--- config.mk ---
export PLATFORM = sky130hd
export DESIGN_NAME = msmix_cmdq
export DESIGN_NICKNAME = d
export VERILOG_FILES = /design/src/multistream_audio_mixer_top_assert.svh /design/src/msmix_pkg.sv /design/src/msmix_cmdq.sv
export SDC_FILE = /design/constraint.sdc
export NUM_CORES = 1
export LEC_CHECK = 0
export BUFFER_PORTS_ARGS = -buffer_cell sky130_fd_sc_hd__buf_2
export CAP_MARGIN = 0
export CELL_PAD_IN_SITES_DETAIL_PLACEMENT = 1
export CELL_PAD_IN_SITES_GLOBAL_PLACEMENT = 2
export CORE_MARGIN = 3
export CORE_UTILIZATION = 45
export DETAILED_ROUTE_END_ITERATION = 12
export GPL_ROUTABILITY_DRIVEN = 0
export HOLD_SLACK_MARGIN = 0.1
export PLACE_DENSITY_LB_ADDON = 0.15
export SKIP_CTS_REPAIR_TIMING = 1
export SYNTH_ARGS = -nofsm -noshare
export SYNTH_HDL_FRONTEND = slang
export SYNTH_SLANG_ARGS = --single-unit
--- constraint.sdc ---
create_clock -name i_clk -period 5.2 [get_ports i_clk]
set_input_delay 0.26 -clock i_clk [delete_from_list [all_inputs] [get_ports i_clk]]
set_output_delay 0.26 -clock i_clk [all_outputs]
set_load 0.005 [all_outputs]
--- src/multistream_audio_mixer_top_assert.svh ---
// Assertion helpers for the mixer top level.
// Both sample on the rising edge of i_clk and stay quiet while i_rst_n is low.
`ifndef MULTISTREAM_AUDIO_MIXER_TOP_ASSERT_SVH
`define MULTISTREAM_AUDIO_MIXER_TOP_ASSERT_SVH

// Property that must hold in the same cycle.
`define MSMIX_ASSERT(lbl, prop, msg) \
    lbl: assert property (@(posedge i_clk) disable iff (!i_rst_n) (prop)) else $error(msg);

// Property that must hold in the cycle after the trigger.
`define MSMIX_ASSERT_NEXT(lbl, trig, prop, msg) \
    lbl: assert property (@(posedge i_clk) disable iff (!i_rst_n) (trig) |=> (prop)) \
        else $error(msg);

`endif

--- src/msmix_pkg.sv ---
package msmix_pkg;

    localparam int STREAMS    = 4;
    localparam int FIFO_DEPTH = 1024;

    localparam int GAIN_REGS  = 4;
    localparam int GAIN_IDX_W = $clog2(GAIN_REGS);
    localparam int MASK_W     = 4;
    localparam int GAIN_W     = 16;
    localparam int GAIN_FRAC  = 8;
    localparam int SAMPLE_W   = 16;
    localparam int FRAME_W    = 2 * SAMPLE_W;
    localparam int LEVEL_W    = 11;
    localparam int KIND_W     = 2;
    localparam int SID_W      = 2;
    localparam int CFG_IDX_W  = 3;
    localparam int CFG_DATA_W = 16;

    localparam int STREAM_W   = (STREAMS > 1) ? $clog2(STREAMS) : 1;
    localparam int PTR_W      = $clog2(FIFO_DEPTH);
    localparam int CNT_W      = $clog2(FIFO_DEPTH + 1);
    localparam int ADDR_W     = STREAM_W + PTR_W;
    localparam int MEM_DEPTH  = 2 ** ADDR_W;

    localparam int UNITY_GAIN = 256;
    localparam int S16_MIN    = -32768;
    localparam int S16_MAX    = 32767;

    // signed sample times zero-extended gain, then scaled term and running sum
    localparam int PROD_W     = SAMPLE_W + GAIN_W + 2;
    localparam int SCALE_W    = SAMPLE_W + GAIN_W - GAIN_FRAC;
    localparam int ACC_W      = SCALE_W + STREAM_W + 1;

    localparam int CMDQ_DEPTH = 4;
    localparam int CMDQ_PTR_W = $clog2(CMDQ_DEPTH);
    localparam int CMDQ_CNT_W = $clog2(CMDQ_DEPTH + 1);

    // input item kinds
    localparam logic [KIND_W-1:0] KIND_PUSH  = KIND_W'(0);
    localparam logic [KIND_W-1:0] KIND_TICK  = KIND_W'(1);
    localparam logic [KIND_W-1:0] KIND_FLUSH = KIND_W'(2);

    // configuration register indexes
    localparam logic [CFG_IDX_W-1:0] REG_GAIN_0 = CFG_IDX_W'(0);
    localparam logic [CFG_IDX_W-1:0] REG_GAIN_1 = CFG_IDX_W'(1);
    localparam logic [CFG_IDX_W-1:0] REG_GAIN_2 = CFG_IDX_W'(2);
    localparam logic [CFG_IDX_W-1:0] REG_GAIN_3 = CFG_IDX_W'(3);
    localparam logic [CFG_IDX_W-1:0] REG_MUTE   = CFG_IDX_W'(4);
    localparam logic [CFG_IDX_W-1:0] REG_PAUSE  = CFG_IDX_W'(5);

    typedef enum logic [1:0] {
        OP_REPORT,
        OP_WRITE,
        OP_MIX
    } t_op;

    typedef enum logic [2:0] {
        B_IDLE,
        B_READ,
        B_MUL,
        B_ACC,
        B_DONE
    } t_bstate;

    typedef struct packed {
        t_op                                op;
        logic [ADDR_W-1:0]                  waddr;
        logic [FRAME_W-1:0]                 wdata;
        logic [STREAMS-1:0]                 pop_mask;
        logic [STREAMS-1:0][PTR_W-1:0]      rd_ptr;
        logic                               push_ok;
        logic [LEVEL_W-1:0]                 level;
    } t_cmd;

    typedef struct packed {
        logic                               frame_valid;
        logic signed [SAMPLE_W-1:0]         mix_left;
        logic signed [SAMPLE_W-1:0]         mix_right;
        logic                               push_accepted;
        logic [LEVEL_W-1:0]                 stream_level;
    } t_result;

endpackage

--- src/msmix_cmdq.sv ---
module msmix_cmdq (
    input  logic            i_clk,
    input  logic            i_rst_n,
    input  logic            i_push,
    input  msmix_pkg::t_cmd i_cmd,
    output logic            o_full,
    input  logic            i_pop,
    output msmix_pkg::t_cmd o_head,
    output logic            o_empty
);
    import msmix_pkg::*;

    t_cmd                  r_slot [CMDQ_DEPTH];
    logic [CMDQ_PTR_W-1:0] r_wptr;
    logic [CMDQ_PTR_W-1:0] r_rptr;
    logic [CMDQ_CNT_W-1:0] r_count;
    logic                  do_push;
    logic                  do_pop;

    assign o_full  = (r_count == CMDQ_CNT_W'(CMDQ_DEPTH));
    assign o_empty = (r_count == '0);
    assign o_head  = r_slot[r_rptr];
    assign do_push = i_push & ~o_full;
    assign do_pop  = i_pop & ~o_empty;

    always_ff @(posedge i_clk) begin
        if (do_push) begin
            r_slot[r_wptr] <= i_cmd;
        end
    end

    always_ff @(posedge i_clk) begin
        if (!i_rst_n) begin
            r_wptr  <= '0;
            r_rptr  <= '0;
            r_count <= '0;
        end else begin
            if (do_push) begin
                r_wptr <= (r_wptr == CMDQ_PTR_W'(CMDQ_DEPTH - 1)) ? '0 : r_wptr + 1'b1;
            end
            if (do_pop) begin
                r_rptr <= (r_rptr == CMDQ_PTR_W'(CMDQ_DEPTH - 1)) ? '0 : r_rptr + 1'b1;
            end
            case ({do_push, do_pop})
                2'b10:   r_count <= r_count + 1'b1;
                2'b01:   r_count <= r_count - 1'b1;
                default: ;
            endcase
        end
    end

endmodule

Yosys cells after proc, flatten, opt, wreduce, memory -nomap -nowiden
Memories as Yosys holds them, arrays and structs flattened. A register that Yosys moved wholly into a read port is not among the register bits.
Cells that the tools add are included.
{ "totals": {"reg_bits": 7, "ram_bits": 408, "in_bits": 106, "out_inout_bits": 104, "wordCells": 26, "n_memories": 1} }
{ "memory_table": {"columns": ["memory", "depth", "width", "rd", "rd_ports_with_merged_regs", "write_ports", "line", "source"], "rows": [
  ["r_slot", 4, 102, 1, 1, 1, "msmix_cmdq.sv:13", "t_cmd r_slot [CMDQ_DEPTH];"]
]} }
{ "classes": {"addsub": 4, "eq_ne": 5, "muxes": 7, "bitwise": 4, "reduce_logical": 2} }
{ "ops": {"columns": ["cell", "n"], "rows": [
  ["2-bit 2-to-1 mux", 4],
  ["2-bit == test (second input constant)", 3],
  ["3-bit case mux with 2 select lines", 1],
  ["2-bit by 1-bit adder with 2-bit output (second input constant)", 2],
  ["3-bit by 1-bit adder with 3-bit output (second input constant)", 1],
  ["3-bit == test (second input constant)", 1],
  ["3-bit zero test", 1],
  ["3-bit by 1-bit subtractor with 3-bit output (second input constant)", 1],
  ["1-bit bitwise AND", 2],
  ["2-bit by 1-bit == test with 1-bit output (second input constant)", 1],
  ["1-bit 2-to-1 mux", 2],
  ["1-bit NOT", 2],
  ["2-bit nonzero test", 1]
]} }

Longest topological paths before layout
Gate-level depths: netlist of run 1.
{ "logic_depth": {"word_depth": 5, "depth_mapped": 10, "depth_no_buf": 9} }

Worst setup path before layout of run 1
OpenSTA, ideal clock, no wires.
{ "synth_path": {"path_type": "reg2reg", "from": "reg r_count[2]", "to": "mem r_slot[0][0] in the netlist's numbering (enable)", "setup_time_ns": 0.472, "t_arrival_ns": 3.201, "slack_ns": 1.527, "stages_incl_launch_ff": 5, "path_buffers": 1, "period_less_slack_ns": 3.673, "cell_sequence": "dfxtp_1 > nor3b_1 > nor2b_1 > clkbuf_1 > and2_1"} }
{ "synth_between": {"elab_chain_cells": 5} }
{ "synth_lines": {"columns": ["item", "line", "source"], "rows": [
  ["start, declared", "msmix_cmdq.sv:16", "logic [CMDQ_CNT_W-1:0] r_count;"],
  ["start signal, assigned", "msmix_cmdq.sv:45", "2'b10: r_count <= r_count + 1'b1;"],
  ["start signal, assigned", "msmix_cmdq.sv:46", "2'b01: r_count <= r_count - 1'b1;"],
  ["3-bit == test", "msmix_cmdq.sv:20", "assign o_full = (r_count == CMDQ_CNT_W'(CMDQ_DEPTH));"],
  ["via o_full", "msmix_cmdq.sv:6", "output logic o_full,"],
  ["1-bit NOT", "msmix_cmdq.sv:23", "assign do_push = i_push & ~o_full;"],
  ["1-bit bitwise AND", "msmix_cmdq.sv:23", null],
  ["1-bit 2-to-1 mux", "msmix_cmdq.sv:27", "if (do_push) begin"],
  ["1-bit 2-to-1 mux (implied by the code)", "msmix_cmdq.sv:28", "r_slot[r_wptr] <= i_cmd;"],
  ["end, declared", "msmix_cmdq.sv:13", null]
]} }
The timed path passes the listed nets, and every way through them passes these cells.

==> results of run 1 <==
==> layer usage <==
layer  global-route usage, %  wire length, um
met5                       0                0
met4                    3.98              509
met3                    5.21             2150
met2                    28.6            16100
met1                    24.8            14100
==> cells in the mapped netlist, types with 2 or more instances <==
library cell	number
sky130_fd_sc_hd__edfxtp_1	408
sky130_fd_sc_hd__mux4_2	102
sky130_fd_sc_hd__buf_2	10
sky130_fd_sc_hd__buf_6	9
sky130_fd_sc_hd__dfxtp_1	9
sky130_fd_sc_hd__inv_1	7
sky130_fd_sc_hd__nand2_1	7
sky130_fd_sc_hd__and2_1	6
sky130_fd_sc_hd__ha_1	6
sky130_fd_sc_hd__clkbuf_1	5
sky130_fd_sc_hd__o21ai_0	4
sky130_fd_sc_hd__mux2i_1	2
sky130_fd_sc_hd__nand3_1	2
sky130_fd_sc_hd__nor2_1	2
==> cell families after synthesis <==
group,count (synthesis),synth area share [%]
adders and majority gates,7,0.626
and+or+nand+nor,21,0.700
buffers and inverters,31,1.29
muxes,104,15.2
DFF,417,81.8
xor gates and xnor gates,2,0.115
AOI/OAI and AO/OA,6,0.231
==> how the worst max path moves through the flow <==
stage / start / endpoint / slack [ns] / cells after the start
after floorplan: r_count[2]$_SDFFE_PN0P_ / r_slot[0][0]$_DFFE_PP_ / 1.53 / 4
after global routing: register / o_head[45] / 1.95 / 3
final: register / o_head[20] / 2.13 / 3
after global placement: register / o_head[20] / 2.63 / 3
after detailed placement: r_count[0]$_SDFFE_PN0P_ / r_slot[1][75]$_DFFE_PP_ / 2.53 / 4
after CTS: register / o_head[20] / 2.01 / 3
==> state kept, by name (all words and copies together) (netlist names), named ones only <==
register and flops:
r_slot 408, r_count 3, r_rptr 2, r_wptr 2
==> layout make-up <==
class / count / share of cell area, %
sequential: 417 / 65.1
multi-input combinational: 140 / 13.5
timing repair buffer: 323 / 11.4
clock buffer: 53 / 6.05
tap: 442 / 2.89
clock inverter: 24 / 0.923
inverter: 7 / 0.138
==> power groups by stage <==
stage          Sequential (mW)  Clock (mW)  Combinational [mW]
2_1_floorplan             4.22           0                1.13
3_3_place_gp              4.33           0                1.71
3_5_place_dp              4.36           0                1.74
4_1_cts                   4.29        2.97                1.75
5_1_grt                   4.32        3.11                1.92
6_report                  4.27        2.89                1.76
==> layout by cell type (no fill, tap or decap), types with 7 or more instances in the layout <==
cell type and n:
sky130_fd_sc_hd__inv_1 7, sky130_fd_sc_hd__clkinv_2 9, sky130_fd_sc_hd__mux4_2 102, sky130_fd_sc_hd__buf_2 209, sky130_fd_sc_hd__clkbuf_16 45, sky130_fd_sc_hd__edfxtp_1 408
sky130_fd_sc_hd__clkinv_1 8, sky130_fd_sc_hd__dfxtp_1 7, sky130_fd_sc_hd__nand2_1 7, sky130_fd_sc_hd__dlygate4sd3_1 103, sky130_fd_sc_hd__buf_4 10, sky130_fd_sc_hd__clkbuf_1 8
==> critical path, stage by stage (launching register included) <==
cell                      delay [ns]
sky130_fd_sc_hd__dfxtp_4        1.04
sky130_fd_sc_hd__buf_4          0.61
sky130_fd_sc_hd__mux4_2         0.43
sky130_fd_sc_hd__buf_2          0.16
==> flow_summary.yaml, run 1 <==
timing:
  clock-skew-final_ns: 0.0167
  fmaxAchievable_ghz: 0.325
  post-route-min-period_ns: 3.07
  timing.final.crit_share_pct: 59.1
  timing.final.hold_violations: 0
  hold_slack_ns: 0.147
  maxSlewViolCount: 0
  timing_worst_slew_pin_value_ns: 1.06
  rsz0062_at_grt: "no"
  worst_slack_ns: 2.13
  setup-violations-final: 0
  worst_slew_margin_rel_pct: 29.1
  fin_setup_tns_ns: 0
synthesis:
  syn_avg_cell_area_sq_um: 25.8
  synth_area_leader_cell: "sky130_fd_sc_hd__edfxtp_1"
  synth_largest_type_area_fraction_pct: 80.6
  synth.cell_area_sq_um: 15200
  ys_dominant_reg_cell: "sky130_fd_sc_hd__edfxtp_1"
  synth_edf_count: 408
  synthesis.nets: 701
  syn_inst: 588
  synth.yosys.seq_area_share_pct: 81.8
  synth.ff_latch_count: 417
  yosys-top-cells-area: "sky130_fd_sc_hd__edfxtp_1 81%, sky130_fd_sc_hd__mux4_2 15%, sky130_fd_sc_hd__dfxtp_1 1.2%"
  postSynth.asyncResetShare_pct: 0
  ys_types: 23
  yosysWarnings: 0
pwr:
  power_per_cell_area_nw_per_um2: 467
  power.switching_fraction_pct: 25.1
  p_leak_nw: 6.47
  net-switching-power_mw: 2.24
  report.power.total_mw: 8.92
  sequentialPowerShare_pct: 47.9
  comb_power_share_pct: 19.7
  internal_power_consumption_mw: 6.68
  clkPwrFrac_pct: 32.4
  peak_supply_drop_mv: 0.297
setup_path:
  timing.critical_path.required_ns: 4.94
  endpoint_of_the_lowest_slack_register_to_register_path: "r_slot[1][57]$_DFFE_PP_"
  regToRegSetupSlack_ns: 2.58
  end_kind: "primary output"
  critical_path_type: "reg -> out"
  rr_worst_depth: 4
  r2r-start: "r_count[0]$_SDFFE_PN0P_"
  critPathLaunchType: "register"
  timing.critical_path.arrival_ns: 2.81
  critical_path_peak_fanout: 68
placed_design:
  io_buffers: 209
  detailed_place.area_sq_um: 16700
  hpwlAfterDp_um: 20500
  pre_cts_setup_slack_ns: 2.53
  place.detailed.instances: 1226
floorplanning:
  die-height_um: 190
  die-width_um: 190
  io_pins: 210
  floorplan.initialDensity_pct: 46.1
  fp_rows: 66
  core-area_sq_um: 32900
  floorplan.die_area_sq_um: 36000
clock_network:
  tritoncts: "built"
  clockRootBuffer: "sky130_fd_sc_hd__clkbuf_16"
  insertion_delay_ns: 0.53
  clk_pin_slew_ns: 0.06
  clkSinkCount: 417
  clock_tree.buffer_depth: 3
  cts_htree_levels: 2
  tritoncts.num_buffers: 44
worst_hold_path:
  hold-path-cell-count: 3
  hold_class: "in -> reg"
  launch_point_of_the_worst_hold_path: "i_pop"
grt:
  grt_remaining_overflow: 0
  global_route.usage.total_pct: 17.9
  grt_start_max_net_pins: 69
  grt_first_pass_wirelength_um: 48100
  grt_pass1_vias: 7625
  antenna_violations_before_repair: 0
finish:
  drive_gt1_share_pct: 40.4
  layout.cell_area.non_filler_sq_um: 19100
  final_nets: 1046
  area_used_by_multi_input_combinational_logic_sq_um: 2580
  synthToLayoutAreaGrowth_pct: 25.7
  filler_cell_count: 2811
  fin_cells: 1406
  antenna_cells: 0
  regArea_sq_um: 12400
  final_core_utilization_pct: 58.0
routing:
  drt-initial-drc-count: 484
  drt_drc_violations_left: 0
  via_count: 7305
  number_of_routed_nets_with_antenna_violations: 0
  route.detailed.vias_per_inst: 5.20
  detail_route.wirelength_um: 32800
  route.detailed.wl_per_inst_um: 23.3
  first_pass_iters: 5
flow_run:
  max_cap_viol_count: 0
outcome:
  run_status: "completed"
No activity file was read; power rests on OpenSTA's default activity.
==> run 2: changes to the inputs <==
--- a/config.mk
+++ b/config.mk
@@ -10,7 +10,7 @@
 export CELL_PAD_IN_SITES_DETAIL_PLACEMENT = 1
 export CELL_PAD_IN_SITES_GLOBAL_PLACEMENT = 2
 export CORE_MARGIN = 3
-export CORE_UTILIZATION = 45
+export CORE_UTILIZATION = 41
 export DETAILED_ROUTE_END_ITERATION = 12
 export GPL_ROUTABILITY_DRIVEN = 0
 export HOLD_SLACK_MARGIN = 0.1
==> constraint.sdc (replaced) <==
create_clock -name i_clk -period 2.65 [get_ports i_clk]
set_input_delay 0.1325 -clock i_clk [delete_from_list [all_inputs] [get_ports i_clk]]
set_output_delay 0.1325 -clock i_clk [all_outputs]
set_load 0.005 [all_outputs]
==> run 2 against run 1 <==
Compared with the run above: sequential power rose by 92%; core utilization fell by 4.5 points; global-route usage fell by 1.6 points; clock power rose by 100%; worst hold slack got worse by 0.019 ns; die area rose by 9.4%; clock skew fell by 0.0081 ns; register-to-register slack got worse by 2.3 ns; final cell count rose by 1.7%.
==> flow_summary.yaml, run 2 (synthesis gave the netlist of run 1 again) <==
outcome:
  run_status: "completed"
finish:
  register_ranked_first_by_flip_flop_count: "r_slot"
  layout.cell_area.non_filler_sq_um: 19300
  drive_gt1_share_pct: 39.4
  fin_cells: 1430
  mostFrequentLayoutCell: "sky130_fd_sc_hd__edfxtp_1"
  final_nets: 1049
  largest_register_ffs: 408
  reg.largest.list: "r_slot x408, r_count x3"
  filler_cell_count: 3222
  antenna_cells: 0
  most-common-layout-cells: "408 x sky130_fd_sc_hd__edfxtp_1, 209 x sky130_fd_sc_hd__buf_2, 104 x sky130_fd_sc_hd__dlygate4sd3_1"
  synthToLayoutAreaGrowth_pct: 27.1
timing:
  maxSlewViolCount: 0
  timing_worst_slew_pin_value_ns: 0.592
  hold_slack_ns: 0.128
  fin_setup_tns_ns: 0
  post-route-min-period_ns: 2.39
  worst_slack_ns: 0.259
  worst_slew_margin_rel_pct: 60.2
  fmaxAchievable_ghz: 0.418
  setup-violations-final: 0
  clock-skew-final_ns: 0.00860
  timing.final.hold_violations: 0
  timing.final.crit_share_pct: 90.2
  rsz0062_at_grt: "no"
clock_network:
  insertion_delay_ns: 0.53
  tritoncts.num_buffers: 44
  clk_pin_slew_ns: 0.06
  clock_tree.buffer_depth: 3
  tritoncts: "built"
  clockRootBuffer: "sky130_fd_sc_hd__clkbuf_16"
  cts_htree_levels: 2
  clkSinkCount: 417
setup_path:
  critical_path_peak_fanout: 7
  timing.critical_path.required_ns: 3.09
  end_kind: "register"
  regToRegSetupSlack_ns: 0.26
  crit_start: "r_count[2]$_SDFFE_PN0P_"
  r2r-start: "r_count[2]$_SDFFE_PN0P_"
  critical_path_type: "reg -> reg"
  rr_worst_depth: 9
  timing.critical_path.arrival_ns: 2.83
  critPathLaunchType: "register"
placed_design:
  pre_cts_setup_slack_ns: 0.275
  io_buffers: 209
  place.detailed.instances: 1247
  hpwlAfterDp_um: 19800
  detailed_place.area_sq_um: 16900
grt:
  grt_pass1_vias: 7740
  grt_start_max_net_pins: 59
  grt_first_pass_wirelength_um: 48100
  global_route.usage.total_pct: 16.3
  antenna_violations_before_repair: 1
  grt_remaining_overflow: 0
routing:
  number_of_routed_nets_with_antenna_violations: 0
  route.detailed.vias_per_inst: 5.10
  drt_drc_violations_left: 0
  route.detailed.wl_per_inst_um: 22.8
  first_pass_iters: 4
  drt-initial-drc-count: 417
  detail_route.wirelength_um: 32700
  via_count: 7294
floorplanning:
  die-width_um: 199
  fp_rows: 69
  core-area_sq_um: 36100
  die-height_um: 199
  floorplan.initialDensity_pct: 42.1
  floorplan.die_area_sq_um: 39400
  io_pins: 210
flow_run:
  max_cap_viol_count: 0
pwr:
  p_leak_nw: 6.52
  power_per_cell_area_nw_per_um2: 914
  peak_supply_drop_mv: 0.487
worst_hold_path:
  hold-path-cell-count: 3
  launch_point_of_the_worst_hold_path: "i_push"
  hold_class: "in -> reg"
-- run 2: changes by cell type in the layout (fill, tap and decap cells not counted), moves of 2 or more --
cell,before,now
sky130_fd_sc_hd__buf_12,1,12
sky130_fd_sc_hd__clkinvlp_4,2,0
sky130_fd_sc_hd__clkinv_2,9,2
sky130_fd_sc_hd__clkbuf_1,8,12
sky130_fd_sc_hd__clkinv_4,2,0
sky130_fd_sc_hd__clkbuf_8,0,2
sky130_fd_sc_hd__buf_4,10,1
sky130_fd_sc_hd__clkinv_1,8,15
-- run 2: per-layer routing --
layer  share of wire, %  GRT usage [%]  routed length, um  vias to the layer above
met5              0.021              0                  7                        -
met4                1.8           3.80                587                        2
met3                4.9           4.03               1590                       42
met2                 51           27.7              16600                      178
met1                 42           21.5              13900                     3855
li1                   -              -                  -                     3217
-- run 2: cell type report --
cell class,count,area (sq um),share of cell area [%]
timing repair buffer,326,2330,12.1
inverter,7,26.3,0.136
tap,461,577,2.99
clock inverter,20,156,0.810
clock buffer,59,1200,6.21
multi-input combinational,140,2580,13.4
sequential,417,12400,64.4
-- run 2: worst max-delay path, cell delays in order (launching register included) --
cell                       delay, ns
sky130_fd_sc_hd__dfxtp_1        0.38
sky130_fd_sc_hd__nor3b_1        0.32
sky130_fd_sc_hd__nor2b_1        0.22
sky130_fd_sc_hd__inv_1          0.10
sky130_fd_sc_hd__ha_1           0.19
sky130_fd_sc_hd__inv_1          0.06
sky130_fd_sc_hd__fa_1           0.37
sky130_fd_sc_hd__xor2_1         0.17
sky130_fd_sc_hd__or3_1          0.30
sky130_fd_sc_hd__a21boi_0       0.20
-- run 2: metrics by stage --
| step | util (%) | total power [mW] |
|---|---|---|
| finish | 53.5 | 17.7 |
| global route | 53.5 | 18.6 |
| CTS | 50.6 | 17.9 |
| detailed placement | 46.9 | 12.0 |
| global placement | 46.9 | 11.9 |
| floorplan | - | 10.5 |
-- run 2: worst paths after layout --
kind,to
max,r_count[2]$_SDFFE_PN0P_
min,r_wptr[0]$_SDFFE_PN0P_
min reg2reg,register
max reg2reg,r_count[2]$_SDFFE_PN0P_
-- run 2: where the power goes --
group / leakage (nW) / switching (mW) / internal [mW] / total (mW)
combinational: 2.04 / 1.79 / 1.90 / 3.70
clock: 0.657 / 2.34 / 3.44 / 5.78
sequential: 3.82 / 0.207 / 7.98 / 8.18
