## src/multistream_audio_mixer_top_assert.svh

```systemverilog
// Assertion helpers for the mixer top level.
// Both sample on the rising edge of i_clk and stay quiet while i_rst_n is low.
`ifndef MULTISTREAM_AUDIO_MIXER_TOP_ASSERT_SVH
`define MULTISTREAM_AUDIO_MIXER_TOP_ASSERT_SVH

// Property that must hold in the same cycle.
`define MSMIX_ASSERT(lbl, prop, msg) \
    lbl: assert property (@(posedge i_clk) disable iff (!i_rst_n) (prop)) else $error(msg);

// Property that must hold in the cycle after the trigger.
`define MSMIX_ASSERT_NEXT(lbl, trig, prop, msg) \
    lbl: assert property (@(posedge i_clk) disable iff (!i_rst_n) (trig) |=> (prop)) \
        else $error(msg);

`endif

```

## src/msmix_pkg.sv

```systemverilog
package msmix_pkg;

    localparam int STREAMS    = 4;
    localparam int FIFO_DEPTH = 1024;

    localparam int GAIN_REGS  = 4;
    localparam int GAIN_IDX_W = $clog2(GAIN_REGS);
    localparam int MASK_W     = 4;
    localparam int GAIN_W     = 16;
    localparam int GAIN_FRAC  = 8;
    localparam int SAMPLE_W   = 16;
    localparam int FRAME_W    = 2 * SAMPLE_W;
    localparam int LEVEL_W    = 11;
    localparam int KIND_W     = 2;
    localparam int SID_W      = 2;
    localparam int CFG_IDX_W  = 3;
    localparam int CFG_DATA_W = 16;

    localparam int STREAM_W   = (STREAMS > 1) ? $clog2(STREAMS) : 1;
    localparam int PTR_W      = $clog2(FIFO_DEPTH);
    localparam int CNT_W      = $clog2(FIFO_DEPTH + 1);
    localparam int ADDR_W     = STREAM_W + PTR_W;
    localparam int MEM_DEPTH  = 2 ** ADDR_W;

    localparam int UNITY_GAIN = 256;
    localparam int S16_MIN    = -32768;
    localparam int S16_MAX    = 32767;

    // signed sample times zero-extended gain, then scaled term and running sum
    localparam int PROD_W     = SAMPLE_W + GAIN_W + 2;
    localparam int SCALE_W    = SAMPLE_W + GAIN_W - GAIN_FRAC;
    localparam int ACC_W      = SCALE_W + STREAM_W + 1;

    localparam int CMDQ_DEPTH = 4;
    localparam int CMDQ_PTR_W = $clog2(CMDQ_DEPTH);
    localparam int CMDQ_CNT_W = $clog2(CMDQ_DEPTH + 1);

    // input item kinds
    localparam logic [KIND_W-1:0] KIND_PUSH  = KIND_W'(0);
    localparam logic [KIND_W-1:0] KIND_TICK  = KIND_W'(1);
    localparam logic [KIND_W-1:0] KIND_FLUSH = KIND_W'(2);

    // configuration register indexes
    localparam logic [CFG_IDX_W-1:0] REG_GAIN_0 = CFG_IDX_W'(0);
    localparam logic [CFG_IDX_W-1:0] REG_GAIN_1 = CFG_IDX_W'(1);
    localparam logic [CFG_IDX_W-1:0] REG_GAIN_2 = CFG_IDX_W'(2);
    localparam logic [CFG_IDX_W-1:0] REG_GAIN_3 = CFG_IDX_W'(3);
    localparam logic [CFG_IDX_W-1:0] REG_MUTE   = CFG_IDX_W'(4);
    localparam logic [CFG_IDX_W-1:0] REG_PAUSE  = CFG_IDX_W'(5);

    typedef enum logic [1:0] {
        OP_REPORT,
        OP_WRITE,
        OP_MIX
    } t_op;

    typedef enum logic [2:0] {
        B_IDLE,
        B_READ,
        B_MUL,
        B_ACC,
        B_DONE
    } t_bstate;

    typedef struct packed {
        t_op                                op;
        logic [ADDR_W-1:0]                  waddr;
        logic [FRAME_W-1:0]                 wdata;
        logic [STREAMS-1:0]                 pop_mask;
        logic [STREAMS-1:0][PTR_W-1:0]      rd_ptr;
        logic                               push_ok;
        logic [LEVEL_W-1:0]                 level;
    } t_cmd;

    typedef struct packed {
        logic                               frame_valid;
        logic signed [SAMPLE_W-1:0]         mix_left;
        logic signed [SAMPLE_W-1:0]         mix_right;
        logic                               push_accepted;
        logic [LEVEL_W-1:0]                 stream_level;
    } t_result;

endpackage

```

## src/msmix_front.sv

```systemverilog
module msmix_front (
    input  logic                                        i_clk,
    input  logic                                        i_rst_n,
    input  logic                                        i_push,
    output logic                                        o_full,
    input  logic [msmix_pkg::KIND_W-1:0]                i_kind,
    input  logic [msmix_pkg::SID_W-1:0]                 i_stream_id,
    input  logic signed [msmix_pkg::SAMPLE_W-1:0]       i_sample_left,
    input  logic signed [msmix_pkg::SAMPLE_W-1:0]       i_sample_right,
    input  logic [msmix_pkg::STREAMS-1:0]               i_hold,
    output logic                                        o_q_push,
    output msmix_pkg::t_cmd                             o_q_cmd,
    input  logic                                        i_q_full
);
    import msmix_pkg::*;

    logic [CNT_W-1:0]    r_level [STREAMS];
    logic [CNT_W-1:0]    n_level [STREAMS];
    logic [PTR_W-1:0]    r_rd    [STREAMS];
    logic [PTR_W-1:0]    n_rd    [STREAMS];
    logic [PTR_W-1:0]    r_wr    [STREAMS];
    logic [PTR_W-1:0]    n_wr    [STREAMS];
    logic                present;
    logic [STREAM_W-1:0] sid;
    logic                accept;
    t_cmd                cmd;

    function automatic logic [PTR_W-1:0] adv(input logic [PTR_W-1:0] p);
        adv = (p == PTR_W'(FIFO_DEPTH - 1)) ? '0 : p + 1'b1;
    endfunction

    assign present  = (int'(i_stream_id) < STREAMS);
    assign sid      = STREAM_W'(i_stream_id);
    assign accept   = i_push & ~i_q_full;
    assign o_full   = i_q_full;
    assign o_q_push = accept;
    assign o_q_cmd  = cmd;

    // Bookkeeping for the item: pointers and levels settle here, the back end
    // only moves data.
    always_comb begin
        n_level = r_level;
        n_rd    = r_rd;
        n_wr    = r_wr;
        cmd     = '0;
        cmd.op  = OP_REPORT;
        unique case (i_kind)
            KIND_PUSH: begin
                if (present && (r_level[sid] < CNT_W'(FIFO_DEPTH))) begin
                    cmd.op       = OP_WRITE;
                    cmd.waddr    = {sid, r_wr[sid]};
                    cmd.wdata    = {i_sample_right, i_sample_left};
                    cmd.push_ok  = 1'b1;
                    n_wr[sid]    = adv(r_wr[sid]);
                    n_level[sid] = r_level[sid] + 1'b1;
                end
            end
            KIND_TICK: begin
                cmd.op = OP_MIX;
                for (int s = 0; s < STREAMS; s++) begin
                    cmd.rd_ptr[s] = r_rd[s];
                    if (!i_hold[s] && (r_level[s] != '0)) begin
                        cmd.pop_mask[s] = 1'b1;
                        n_rd[s]         = adv(r_rd[s]);
                        n_level[s]      = r_level[s] - 1'b1;
                    end
                end
            end
            KIND_FLUSH: begin
                if (present) begin
                    n_level[sid] = '0;
                    n_rd[sid]    = '0;
                    n_wr[sid]    = '0;
                end
            end
            default: ;
        endcase
        cmd.level = present ? LEVEL_W'(n_level[sid]) : '0;
    end

    always_ff @(posedge i_clk) begin
        if (!i_rst_n) begin
            for (int s = 0; s < STREAMS; s++) begin
                r_level[s] <= '0;
                r_rd[s]    <= '0;
                r_wr[s]    <= '0;
            end
        end else if (accept) begin
            r_level <= n_level;
            r_rd    <= n_rd;
            r_wr    <= n_wr;
        end
    end

endmodule

```

## config.mk

```make
export PLATFORM = sky130hd
export DESIGN_NAME = msmix_front
export DESIGN_NICKNAME = d
export VERILOG_FILES = /design/src/multistream_audio_mixer_top_assert.svh /design/src/msmix_pkg.sv /design/src/msmix_front.sv
export SDC_FILE = /design/constraint.sdc
export NUM_CORES = 1
export LEC_CHECK = 0
export ABC_AREA = 1
export CORE_ASPECT_RATIO = 1.2
export CORE_MARGIN = 2
export CORE_UTILIZATION = 45
export CTS_CLUSTER_SIZE = 25
export DETAILED_ROUTE_END_ITERATION = 12
export DONT_BUFFER_PORTS = 1
export MAX_ROUTING_LAYER = met4
export PLACE_DENSITY = 0.63
export SKIP_LAST_GASP = 1
export SYNTH_ARGS = -nofsm -noshare
export SYNTH_HDL_FRONTEND = slang
export SYNTH_SLANG_ARGS = --single-unit
```

## constraint.sdc

```tcl
create_clock -name i_clk -period 6.3 [get_ports i_clk]
set_clock_uncertainty 0.2 [all_clocks]
set_input_delay 0.63 -clock i_clk [delete_from_list [all_inputs] [get_ports i_clk]]
set_output_delay 0.63 -clock i_clk [all_outputs]
set_load 0.05 [all_outputs]
```

# After elaboration in Yosys (flattened, before gate mapping)
# Index checks and enable logic that the tools add are counted.
op_classes:
  n_bitwise: 8
  magnitude_cmp: 3
  n_eq_ne: 12
  add_sub_neg: 10
  mux: 43
  n_reduce_logical: 21
op_table:
  columns: ["operator", "n"]
  rows:
  - ["$pmux 40 s2", 2]
  - ["$mux 44", 3]
  - ["$pmux 44 s3", 1]
  - ["$mux 10", 12]
  - ["$mux 11", 9]
  - ["$and 40x40->40", 2]
  - ["$add 10x1->10 const B", 5]
  - ["$eq 10x10->1 const B", 5]
  - ["$mux 45", 1]
  - ["$and 44x44->44", 1]
  - ["$bmux 11 s2", 2]
  - ["$bwmux 44", 1]
  - ["$not 44->44", 1]
  - ["$reduce_bool 11->1", 4]
  - ["$sub 11x1->11 const B", 4]
  - ["$bwmux 40", 1]
  - ["$mux 40", 1]
  - ["$not 40->40", 1]
  - ["$demux 11 s2", 1]
  - ["$bmux 10 s2", 1]
  - ["$demux 10 s2", 1]
  - ["$reduce_and 3->1", 5]
  - ["$add 11x1->11 const B", 1]
  - ["$lt 11x11->1 const B", 1]
  - ["other kinds (14)", 31]
totals:
  elab_cells: 109
  regBits: 124
  output_inout_bits: 104

# Longest topological paths before layout
# Gate-level depths: netlist (run 1).
logic_depth:
  word_depth: 11
  mapped_depth: 19
  depth_no_buf: 17

# Worst setup path after synthesis (run 1)
# Ideal clock, no wire load.
synth_timing:
  kind: "input to output"
  from: "input port i_stream_id[0] in the netlist's numbering"
  to: "output port o_q_cmd[2] in the netlist's numbering"
  path_stages: 14
  path_slack_ns: 2.887
  arrival_ns: 2.583
  path_buffers: 2
  required_ns: 5.470
  path_cell_list: "buf_6 buf_2 nand2_1 nand2_1 nand2_1 nand2_2 ha_1 or2_2 nand2_1 inv_1 o21ai_0 o2111ai_1 nand2_1 nand4_1"
synth_rtl:
  columns: ["element", "line", "source"]
  rows:
  - ["from (decl)", "msmix_front.sv:7", "input logic [msmix_pkg::SID_W-1:0] i_stream_id,"]
  - ["to (decl)", "msmix_front.sv:12", "output msmix_pkg::t_cmd o_q_cmd,"]

==> results.txt, run 1 <==
The run finished with clean final reports. After detailed routing, the number of remaining DRC violations is 0. The final total power is about 0.0025 W. The initial core utilization came out at 0.461.

The area inside the core boundary came out at 21100 um^2. Across every metal layer, demand over resource in global routing totals 0.319. The total of hold buffers inserted after clock tree synthesis came out at 0. STA puts the critical path data required time at around 5.5 ns. The number of buffers added by the clock tree synthesis step came out at 17. STA classifies the critical path startpoint as a primary input. The clock sink count came out at approximately 120. The clock input transition at the sequential cells of the worst setup and hold paths is roughly 0.06 ns.

The maximum number of pins on one net before global-route repair is 73. The number of post-CTS setup repair buffers came out at 0. Clock tree synthesis selected as its root buffer the cell sky130_fd_sc_hd__clkbuf_16.

The post-synthesis net count came out at about 1.8k. The die area is 22800 um^2. In the synthesized netlist the dominant register cell turns out to be sky130_fd_sc_hd__dfxtp_1. The max-slew violation count came out at 0. The average cell area after synthesis came out at roughly 5.7 um^2. Timing would allow up to about 230 MHz. The chip height is 165 um. Input and output buffers added on the ports amount to 0.

After detailed routing, the average wire length per cell comes to between 15 and 20 um. The worst reg-to-reg setup slack came out at 2.91 ns. The peak fanout along the critical path is 15. Yosys mapped the design onto 44 distinct sky130hd cell types. The H-tree generated during clock tree synthesis spans 4 levels. The instance count of the mapped netlist came out at between 1.5k and 2k. STA puts the critical path data arrival time at around 3.5 ns. The die span in x came out at 138 um.

After detailed routing, the total wire length is approximately 36000 um. Counting flops with an async set or reset pin after synthesis yields a share of 0. The number of global-route vias before repair is between 9k and 10k. The final RePlAce weighted congestion came out at about 1.1. The final total negative setup slack is 0 ns. Setup repair after global routing left no endpoint under its margin. The number of vias per cell after detailed routing came out at around 5.6. The fraction of final layout cells sized beyond drive strength 1 is 0.0553.

The worst setup path is captured at an output port. The final count of hold timing violations is 0. The first global-routing pass estimated 55600 um of wire. The final layout net count is approximately 1.7k. The antenna cell count came out at 0. The iteration count of the initial detailed-routing pass is 6. Across all layers, the routed design uses around 11k vias. The library cells used most frequently in the layout, excluding fill and tap cells, are 486 x sky130_fd_sc_hd__nand2_1, 239 x sky130_fd_sc_hd__inv_1, 210 x sky130_fd_sc_hd__nor2_1. The count of placed standard cells including taps is around 1.9k.

The clock tree from TritonCTS is yes. The post-synthesis instance area is about 9700 um^2. In this run the static leakage power is between 4 and 5 nW. The min-delay analysis places its worst path in the category primary input to register.

The first-iteration detailed-routing DRC count came out at between 800 and 900. The tool flagged a number of max-cap violations equal to 0. The number of ports placed on the die boundary is around 150. The power density relative to cell area is about 240 nW/um^2.

In this run the tightest slew margin relative to its limit is 0.206. The number of enable flip-flop cells after synthesis came out at 0. The number of antenna violations at the first check in global routing is 0. The area growth from synthesis to layout is 7.63%. The number of gates resized after CTS was 0. The count of synthesis-stage warnings from yosys came out at 0. Subtracting the final worst setup slack from the clock period gives approximately 4.3 ns.

The type of the worst setup path is primary input to output port. The residual overflow from global routing came out at 0. At the pin with the least slew margin, the transition time is roughly 1.2 ns.

The sequential area share after synthesis came out at 0.255. The final antenna-violating net count is 0. The maximum root-to-sink buffer count is 2. The library cell used most frequently in the layout, excluding fill and tap cells, is sky130_fd_sc_hd__nand2_1. The final standard cell count with taps included and fillers excluded is 1952. The post-detailed-placement half-perimeter wirelength is approximately 27000 um. The number of setup violations in the final report came out at 0. The maximum vdd ir drop came out at between 0.15 and 0.2 mV. The standard-cell row count is between 50 and 60. The total of flip-flops plus latches after synthesis is approximately 120. The insertion delay to the later sink of the worst-skew pair is 0.44 ns. The final worst-path cycle share is 0.690.
## power breakdown
| group | leakage [nW] | switching, W | internal (W) |
|---|---|---|---|
| combinational | 3.27 | 0.000412 | 0.000131 |
| clock | 0.304 | 0.000433 | 0.000643 |
| sequential | 1.01 | 0.0000367 | 0.000807 |
| total | 4.58 | 0.000881 | 0.00158 |
## layer usage
layer	GRT usage	part of all wire
met5	-	0
met2	0.523	0.47
met3	0.0444	0.057
met1	0.384	0.42
met4	0.174	0.050
## stage by stage
| step | worst slack [ns] | utilization | hold WS (ns) | area [um^2] |
|---|---|---|---|---|
| 2_1_floorplan | 2.89 | - | 0.243 | 9730 |
| 3_3_place_gp | 2.04 | 0.466 | 0.252 | 9850 |
| 3_5_place_dp | 2.04 | 0.466 | 0.255 | 9850 |
| 4_1_cts | 2.04 | 0.496 | 0.115 | 10500 |
| 5_1_grt | 1.81 | 0.496 | 0.122 | 10500 |
| 6_report | 1.95 | 0.496 | 0.129 | 10500 |
## final timing paths
path / from / to / cells past startpoint
worst max register to register: r_level[32] / r_wr[19] / 10
worst max-delay path: i_stream_id[1] / o_q_cmd[8] / 15
worst min-delay path: i_rst_n / r_rd[20] / 2
worst min register to register: r_wr[20] / r_wr[20] / 2
## Yosys cell counts, types with 4 or more instances
cell type / count / area (um^2)
sky130_fd_sc_hd__a211oi_1: 5 / 37.5
sky130_fd_sc_hd__a21oi_1: 142 / 711
sky130_fd_sc_hd__a221oi_1: 7 / 61.3
sky130_fd_sc_hd__a22oi_1: 8 / 60.1
sky130_fd_sc_hd__a31oi_1: 8 / 50.1
sky130_fd_sc_hd__buf_2: 9 / 45.0
sky130_fd_sc_hd__buf_4: 6 / 45.0
sky130_fd_sc_hd__buf_6: 5 / 56.3
sky130_fd_sc_hd__clkbuf_1: 45 / 169
sky130_fd_sc_hd__clkinv_1: 4 / 15.0
sky130_fd_sc_hd__dfxtp_1: 124 / 2480
sky130_fd_sc_hd__ha_1: 10 / 125
sky130_fd_sc_hd__inv_1: 240 / 901
sky130_fd_sc_hd__inv_2: 10 / 37.5
sky130_fd_sc_hd__nand2_1: 486 / 1820
sky130_fd_sc_hd__nand2_2: 9 / 56.3
sky130_fd_sc_hd__nand3_1: 103 / 515
sky130_fd_sc_hd__nand3_2: 5 / 50.1
sky130_fd_sc_hd__nand3b_1: 5 / 37.5
sky130_fd_sc_hd__nand4_1: 26 / 163
sky130_fd_sc_hd__nor2_1: 212 / 796
sky130_fd_sc_hd__nor2_2: 14 / 87.6
sky130_fd_sc_hd__nor3_1: 11 / 55.1
sky130_fd_sc_hd__o211ai_1: 26 / 195
sky130_fd_sc_hd__o21ai_0: 109 / 546
sky130_fd_sc_hd__o21ai_1: 6 / 30.0
sky130_fd_sc_hd__o221ai_1: 4 / 35.0
sky130_fd_sc_hd__o22ai_1: 10 / 62.6
sky130_fd_sc_hd__xor2_1: 35 / 307
## cell families after synthesis
logic type,synth area share
buffers and inverters,0.132
adder cells (fa/ha/maj),0.0129
AO/OA/AOI/OAI,0.191
XOR/XNOR,0.0333
flip-flops,0.255
AND/OR/NAND/NOR,0.376
## sequential cells by signal, indices dropped and copies added (netlist names)
signal   cells
r_level     44
r_rd        40
r_wr        40
## cell type report
class,instances,area (um^2)
inverter,254,953
tap,270,338
sequential,124,2480
clock buffer,18,439
clock inverter,14,184
timing repair buffer,13,97.6
multi-input combinational,1259,5980
fill,2275,10600
## worst max-delay path, cell delays in order
cell	delay, ns
sky130_fd_sc_hd__nor2_2	0.53
sky130_fd_sc_hd__buf_4	0.36
sky130_fd_sc_hd__nand2_1	0.08
sky130_fd_sc_hd__o21ai_1	0.10
sky130_fd_sc_hd__inv_1	0.06
sky130_fd_sc_hd__nand2_1	0.06
sky130_fd_sc_hd__nand2_1	0.10
sky130_fd_sc_hd__nor2_1	0.23
sky130_fd_sc_hd__nand2_1	0.15
sky130_fd_sc_hd__nand2_1	0.18
sky130_fd_sc_hd__nand2_1	0.11
sky130_fd_sc_hd__nand2_1	0.08
sky130_fd_sc_hd__nand3_1	0.11
sky130_fd_sc_hd__nand2_1	0.12
sky130_fd_sc_hd__nand4_1	0.59
(Power assumes the default switching activity.)
==> inputs of run 2 (changes only) <==
--- a/config.mk
+++ b/config.mk
@@ -5,7 +5,7 @@
 export SDC_FILE = /design/constraint.sdc
 export NUM_CORES = 1
 export LEC_CHECK = 0
-export ABC_AREA = 1
+export ABC_AREA = 0
 export CORE_ASPECT_RATIO = 1.2
 export CORE_MARGIN = 2
 export CORE_UTILIZATION = 45
==> constraint.sdc (replaced) <==
create_clock -name i_clk -period 4.2 [get_ports i_clk]
set_clock_uncertainty 0.2 [all_clocks]
set_input_delay 0.42 -clock i_clk [delete_from_list [all_inputs] [get_ports i_clk]]
set_output_delay 0.42 -clock i_clk [all_outputs]
set_load 0.05 [all_outputs]
==> results.txt, run 2 <==
The deepest level of the CTS H-tree is 4 (unchanged). The area growth from synthesis to final layout is 8.87% (was 7.63%). The first-iteration detailed-routing DRC count was 964 (was 889). The largest register by flop count is r_level (unchanged).

The critical path launch point type was a register (was primary input). The top cell type by total area after synthesis is sky130_fd_sc_hd__dfxtp_1 (unchanged). The fraction of final layout cells sized beyond drive strength 1 is 0.106 (was 0.0553).

The multi-input gate area in the final layout is 6050 um^2 (was 5980 um^2). The instance count of the mapped netlist was 1195 (was 1706). The final RePlAce weighted congestion came to 0.989 (was 1.15). The final layout net count came to 1220 (was 1723). The critical path's most frequent cell is sky130_fd_sc_hd__a21oi_1 (was sky130_fd_sc_hd__nand2_1).

The type of the tightest min-delay check was primary input to register (unchanged). The remaining design rule violation count came out at 0 (unchanged). The post-detailed-placement half-perimeter wirelength was 23300 um (was 26600 um). The number of buffers and inverters on the critical path is 1 (was 2). The transition time at the pin with the least slew margin is 0.941 ns (was 1.19 ns). The most frequent cell after synthesis is sky130_fd_sc_hd__dfxtp_1 (was sky130_fd_sc_hd__nand2_1). The clock tree from TritonCTS was yes (unchanged). The insertion delay to the later sink of the worst-skew pair is 0.43 ns (was 0.44 ns).

The via count of the routed design came to 9553 (was 10.9k). The clock sink count came out at 124 (unchanged). The residual overflow from global routing is 0 (unchanged). The final count of hold timing violations is 0 (unchanged). Dividing the final minimum period by the clock period gives 0.948. The final standard cell count with taps included and fillers excluded is 1441 (was 1952). The number of enable flip-flop cells after synthesis came out at 0 (unchanged).

The count of synthesis-stage warnings from yosys came to 0 (unchanged). The count of unique library cells instantiated by Yosys came out at 90 (was 44). The worst setup timing slack at the placement stage is 0.683 ns (was 2.04 ns). The static power due to leakage came to 3.74 nW (was 4.58 nW). The total wire length is 33400 um (was 36100 um). The number of global-route vias before repair was 9108 (was 9987). The startpoint of the lowest-slack register-to-register path is r_level[33] (was r_level[32]). The placed instance area came out at 9210 um^2 (was 9850 um^2). The worst slew margin relative to its limit came out at 0.370 (was 0.206). The die area came out at 21200 um^2 (was 22800 um^2).

The area share of the largest cell type after synthesis was 0.276 (was 0.255). The iteration count of the initial detailed-routing pass came out at 6 (unchanged). The startpoint of the worst hold path is i_rst_n (unchanged). The register area came out at 2480 um^2 (unchanged).

The chip height is 159 um (was 165 um). The clock input transition at the sequential cells of the worst setup and hold paths is 0.06 ns (about the same). The maximum vdd ir drop came out at 0.286 mV (was 0.194 mV).

The global-route wire length before repair came to 51800 um (was 55600 um). The average cell area after synthesis is 7.53 um^2 (was 5.70 um^2). The cell type group with the largest total delay on the critical path is compound AO/OA/AOI/OAI gates (was simple AND/OR/NAND/NOR gates). The detail-routed net length per standard cell is 23.2 um (was 18.5 um). The design area is 9800 um^2 (was 10500 um^2). The clock tree root buffer cell is sky130_fd_sc_hd__clkbuf_16 (unchanged). The critical path data arrival time is 3.36 ns (was 3.52 ns).

The count of placed standard cells including taps was 1406 (was 1920). The number of post-CTS setup repair buffers came out at 0 (unchanged). Largest registers in the final layout: r_level: 44 flops, r_rd: 40 flops, r_wr: 40 flops (unchanged). Cells along the critical path: mux4_2 > ha_1 > xnor2_1 > a21oi_1 > o22a_1 > a311oi_1 > a22o_1 > a21oi_1 > buf_4 (was nor2_2 > buf_4 > nand2_1 > o21ai_1 > inv_1 > nand2_1 > nand2_1 > nor2_1 > nand2_1 > nand2_1 > nand2_1 > nand2_1 > nand3_1 > nand2_1 > nand4_1). The number of buffers added by the clock tree synthesis step came out at 17 (unchanged). The number of vias per cell after detailed routing came out at 6.63 (was 5.60). The final antenna-violating net count is 0 (unchanged). The first element of the critical path is r_level[33] (was i_stream_id[1]). The area inside the core boundary was 19600 um^2 (was 21100 um^2). The initial core utilization is 0.459 (was 0.461). The flip-flop count of the largest register after layout came out at 44 (unchanged). Commonest cells in the synthesized netlist: 124 x sky130_fd_sc_hd__dfxtp_1, 121 x sky130_fd_sc_hd__nor2_1, 111 x sky130_fd_sc_hd__nand2_1 (was 486 x sky130_fd_sc_hd__nand2_1, 240 x sky130_fd_sc_hd__inv_1, 212 x sky130_fd_sc_hd__nor2_1).

The dominant synthesized flop cell is sky130_fd_sc_hd__dfxtp_1 (unchanged). Unrepaired setup endpoints after global routing: no (unchanged). The final critical-path setup slack came to 0.218 ns (was 1.95 ns). The number of setup violations in the final report came out at 0 (unchanged). The number of antenna violations at the first check in global routing is 1 (was 0). The number of violations of the max-capacitance limit is 0 (unchanged). The number of ports placed on the die boundary is 148 (unchanged).

Cells taking the most area after synthesis: sky130_fd_sc_hd__dfxtp_1 28%, sky130_fd_sc_hd__a21oi_1 5.2%, sky130_fd_sc_hd__o21ai_0 5.2%, sky130_fd_sc_hd__nor2_1 5.0%, sky130_fd_sc_hd__mux4_2 5.0% (was sky130_fd_sc_hd__dfxtp_1 26%, sky130_fd_sc_hd__nand2_1 19%, sky130_fd_sc_hd__inv_1 9.3%, sky130_fd_sc_hd__nor2_1 8.2%, sky130_fd_sc_hd__a21oi_1 7.3%). The final total negative setup slack came out at 0 ns (unchanged). The standard-cell row count is 56 (was 58). The post-synthesis net count came to 1249 (was 1760). The highest clock rate came out at about 250 MHz. The total of flip-flops plus latches after synthesis came out at 124 (unchanged). The die span in x came out at 133 um (was 138 um). The stage delay of the slowest cell on the critical path is 0.57 ns (was 0.59 ns). The maximum root-to-sink buffer count is 2 (unchanged). The peak fanout along the critical path came to 7 (was 15). The worst path in the final design needs a cycle of roughly 4.0 ns, including I/O delays and setup. The power density relative to cell area is 340 nW/um^2 (was 235 nW/um^2). The final hold slack came out at 0.0245 ns (was 0.129 ns).

The required time at the worst-slack endpoint is 3.58 ns (was 5.47 ns). The critical-path cell with the highest stage delay is sky130_fd_sc_hd__mux4_2 (was sky130_fd_sc_hd__nand4_1). The type of the worst setup path is register to output port (was primary input to output port). The kind of end point of the critical path was an output port (unchanged).

The global-route usage over all layers came out at 0.319 (about the same). The number of port buffers was 0 (unchanged). Most used cells in the layout excluding fill and tap cells: 124 x sky130_fd_sc_hd__dfxtp_1, 121 x sky130_fd_sc_hd__nor2_1, 111 x sky130_fd_sc_hd__nand2_1 (was 486 x sky130_fd_sc_hd__nand2_1, 239 x sky130_fd_sc_hd__inv_1, 210 x sky130_fd_sc_hd__nor2_1). The sequential area share after synthesis came out at 0.276 (was 0.255). Run status: complete, no violations (unchanged). The max-slew violation count came out at 0 (unchanged). The maximum number of pins on one net before global-route repair is 82 (was 73). The post-synthesis instance area is 9000 um^2 (was 9730 um^2). The commonest non-fill, non-tap cell in the layout is sky130_fd_sc_hd__dfxtp_1 (was sky130_fd_sc_hd__nand2_1). The number of filler cells placed in the layout was 1985 (was 2275). The async set-reset flop share out of synthesis is 0 (unchanged).
## run 2: cell types whose count changed after synthesis, moves of 17 or more
cell                       previous run  this run
sky130_fd_sc_hd__nand3b_1             5        22
sky130_fd_sc_hd__and2_1               2        55
sky130_fd_sc_hd__mux4_2               0        20
sky130_fd_sc_hd__nand3_1            103        48
sky130_fd_sc_hd__nor3_1              11        38
sky130_fd_sc_hd__and3_1               1        64
sky130_fd_sc_hd__nor2_1             212       121
sky130_fd_sc_hd__inv_1              240        29
sky130_fd_sc_hd__nand2_1            486       111
sky130_fd_sc_hd__a21oi_1            142        94
sky130_fd_sc_hd__nand4_1             26         8
sky130_fd_sc_hd__xor2_1              35         9
## run 2: power breakdown
| part | switching, W | internal [W] | leakage (nW) |
|---|---|---|---|
| Sequential | 0.0000477 | 0.00120 | 1.00 |
| Clock | 0.000629 | 0.000783 | 0.255 |
| Combinational | 0.000466 | 0.000205 | 2.48 |
| Total | 0.00114 | 0.00219 | 3.74 |
## run 2: per-layer routing
metal	global-route usage	up-vias	wire length [um]
met5	-	-	0
met4	0.156	0	1800
met3	0.0722	130	2850
met2	0.509	512	15800
met1	0.378	4524	12900
li1	-	4387	-
## run 2: final cells by class
| class | instances | area share |
|---|---|---|
| flip-flops and latches | 124 | 0.253 |
| clock inverters | 13 | 0.0112 |
| clock buffers | 19 | 0.0452 |
| repair buffers | 33 | 0.0268 |
| diodes | 1 | 0.000255 |
| inverters | 33 | 0.0126 |
| well taps | 261 | 0.0333 |
| multi-input cells | 957 | 0.617 |
## run 2: path summary, 6_finish.rpt
kind | cells past startpoint | end | slack (ns)
worst max-delay path | 9 | o_q_cmd[2] | 0.22
worst min register to register | 2 | r_wr[33] | 0.25
worst min-delay path | 2 | r_level[40] | 0.02
worst max register to register | 9 | r_rd[35] | 0.86
## run 2: repair_timing
item	CTS	global route
hold buffers	1	1
gates resized for setup	0	0
hold endpoints to repair	29	1
## run 2: logic make-up (layout without fill, tap and decap cells)
family,Yosys count,in the layout,share of synthesized area
other,0,1,0
XOR/XNOR,17,17,0.0174
adder cells (fa/ha/maj),10,10,0.0139
buffers and inverters,114,98,0.0539
AND/OR/NAND/NOR,549,549,0.318
flip-flops,124,124,0.276
AO/OA/AOI/OAI,350,350,0.254
multiplexers,31,31,0.0665
## run 2: through the flow
step / util / total power, W
finish: 0.499 / 0.00333
global route: 0.499 / 0.00345
CTS: 0.499 / 0.00333
detailed placement: 0.470 / 0.00191
global placement: 0.470 / 0.00192
floorplan: - / 0.00177
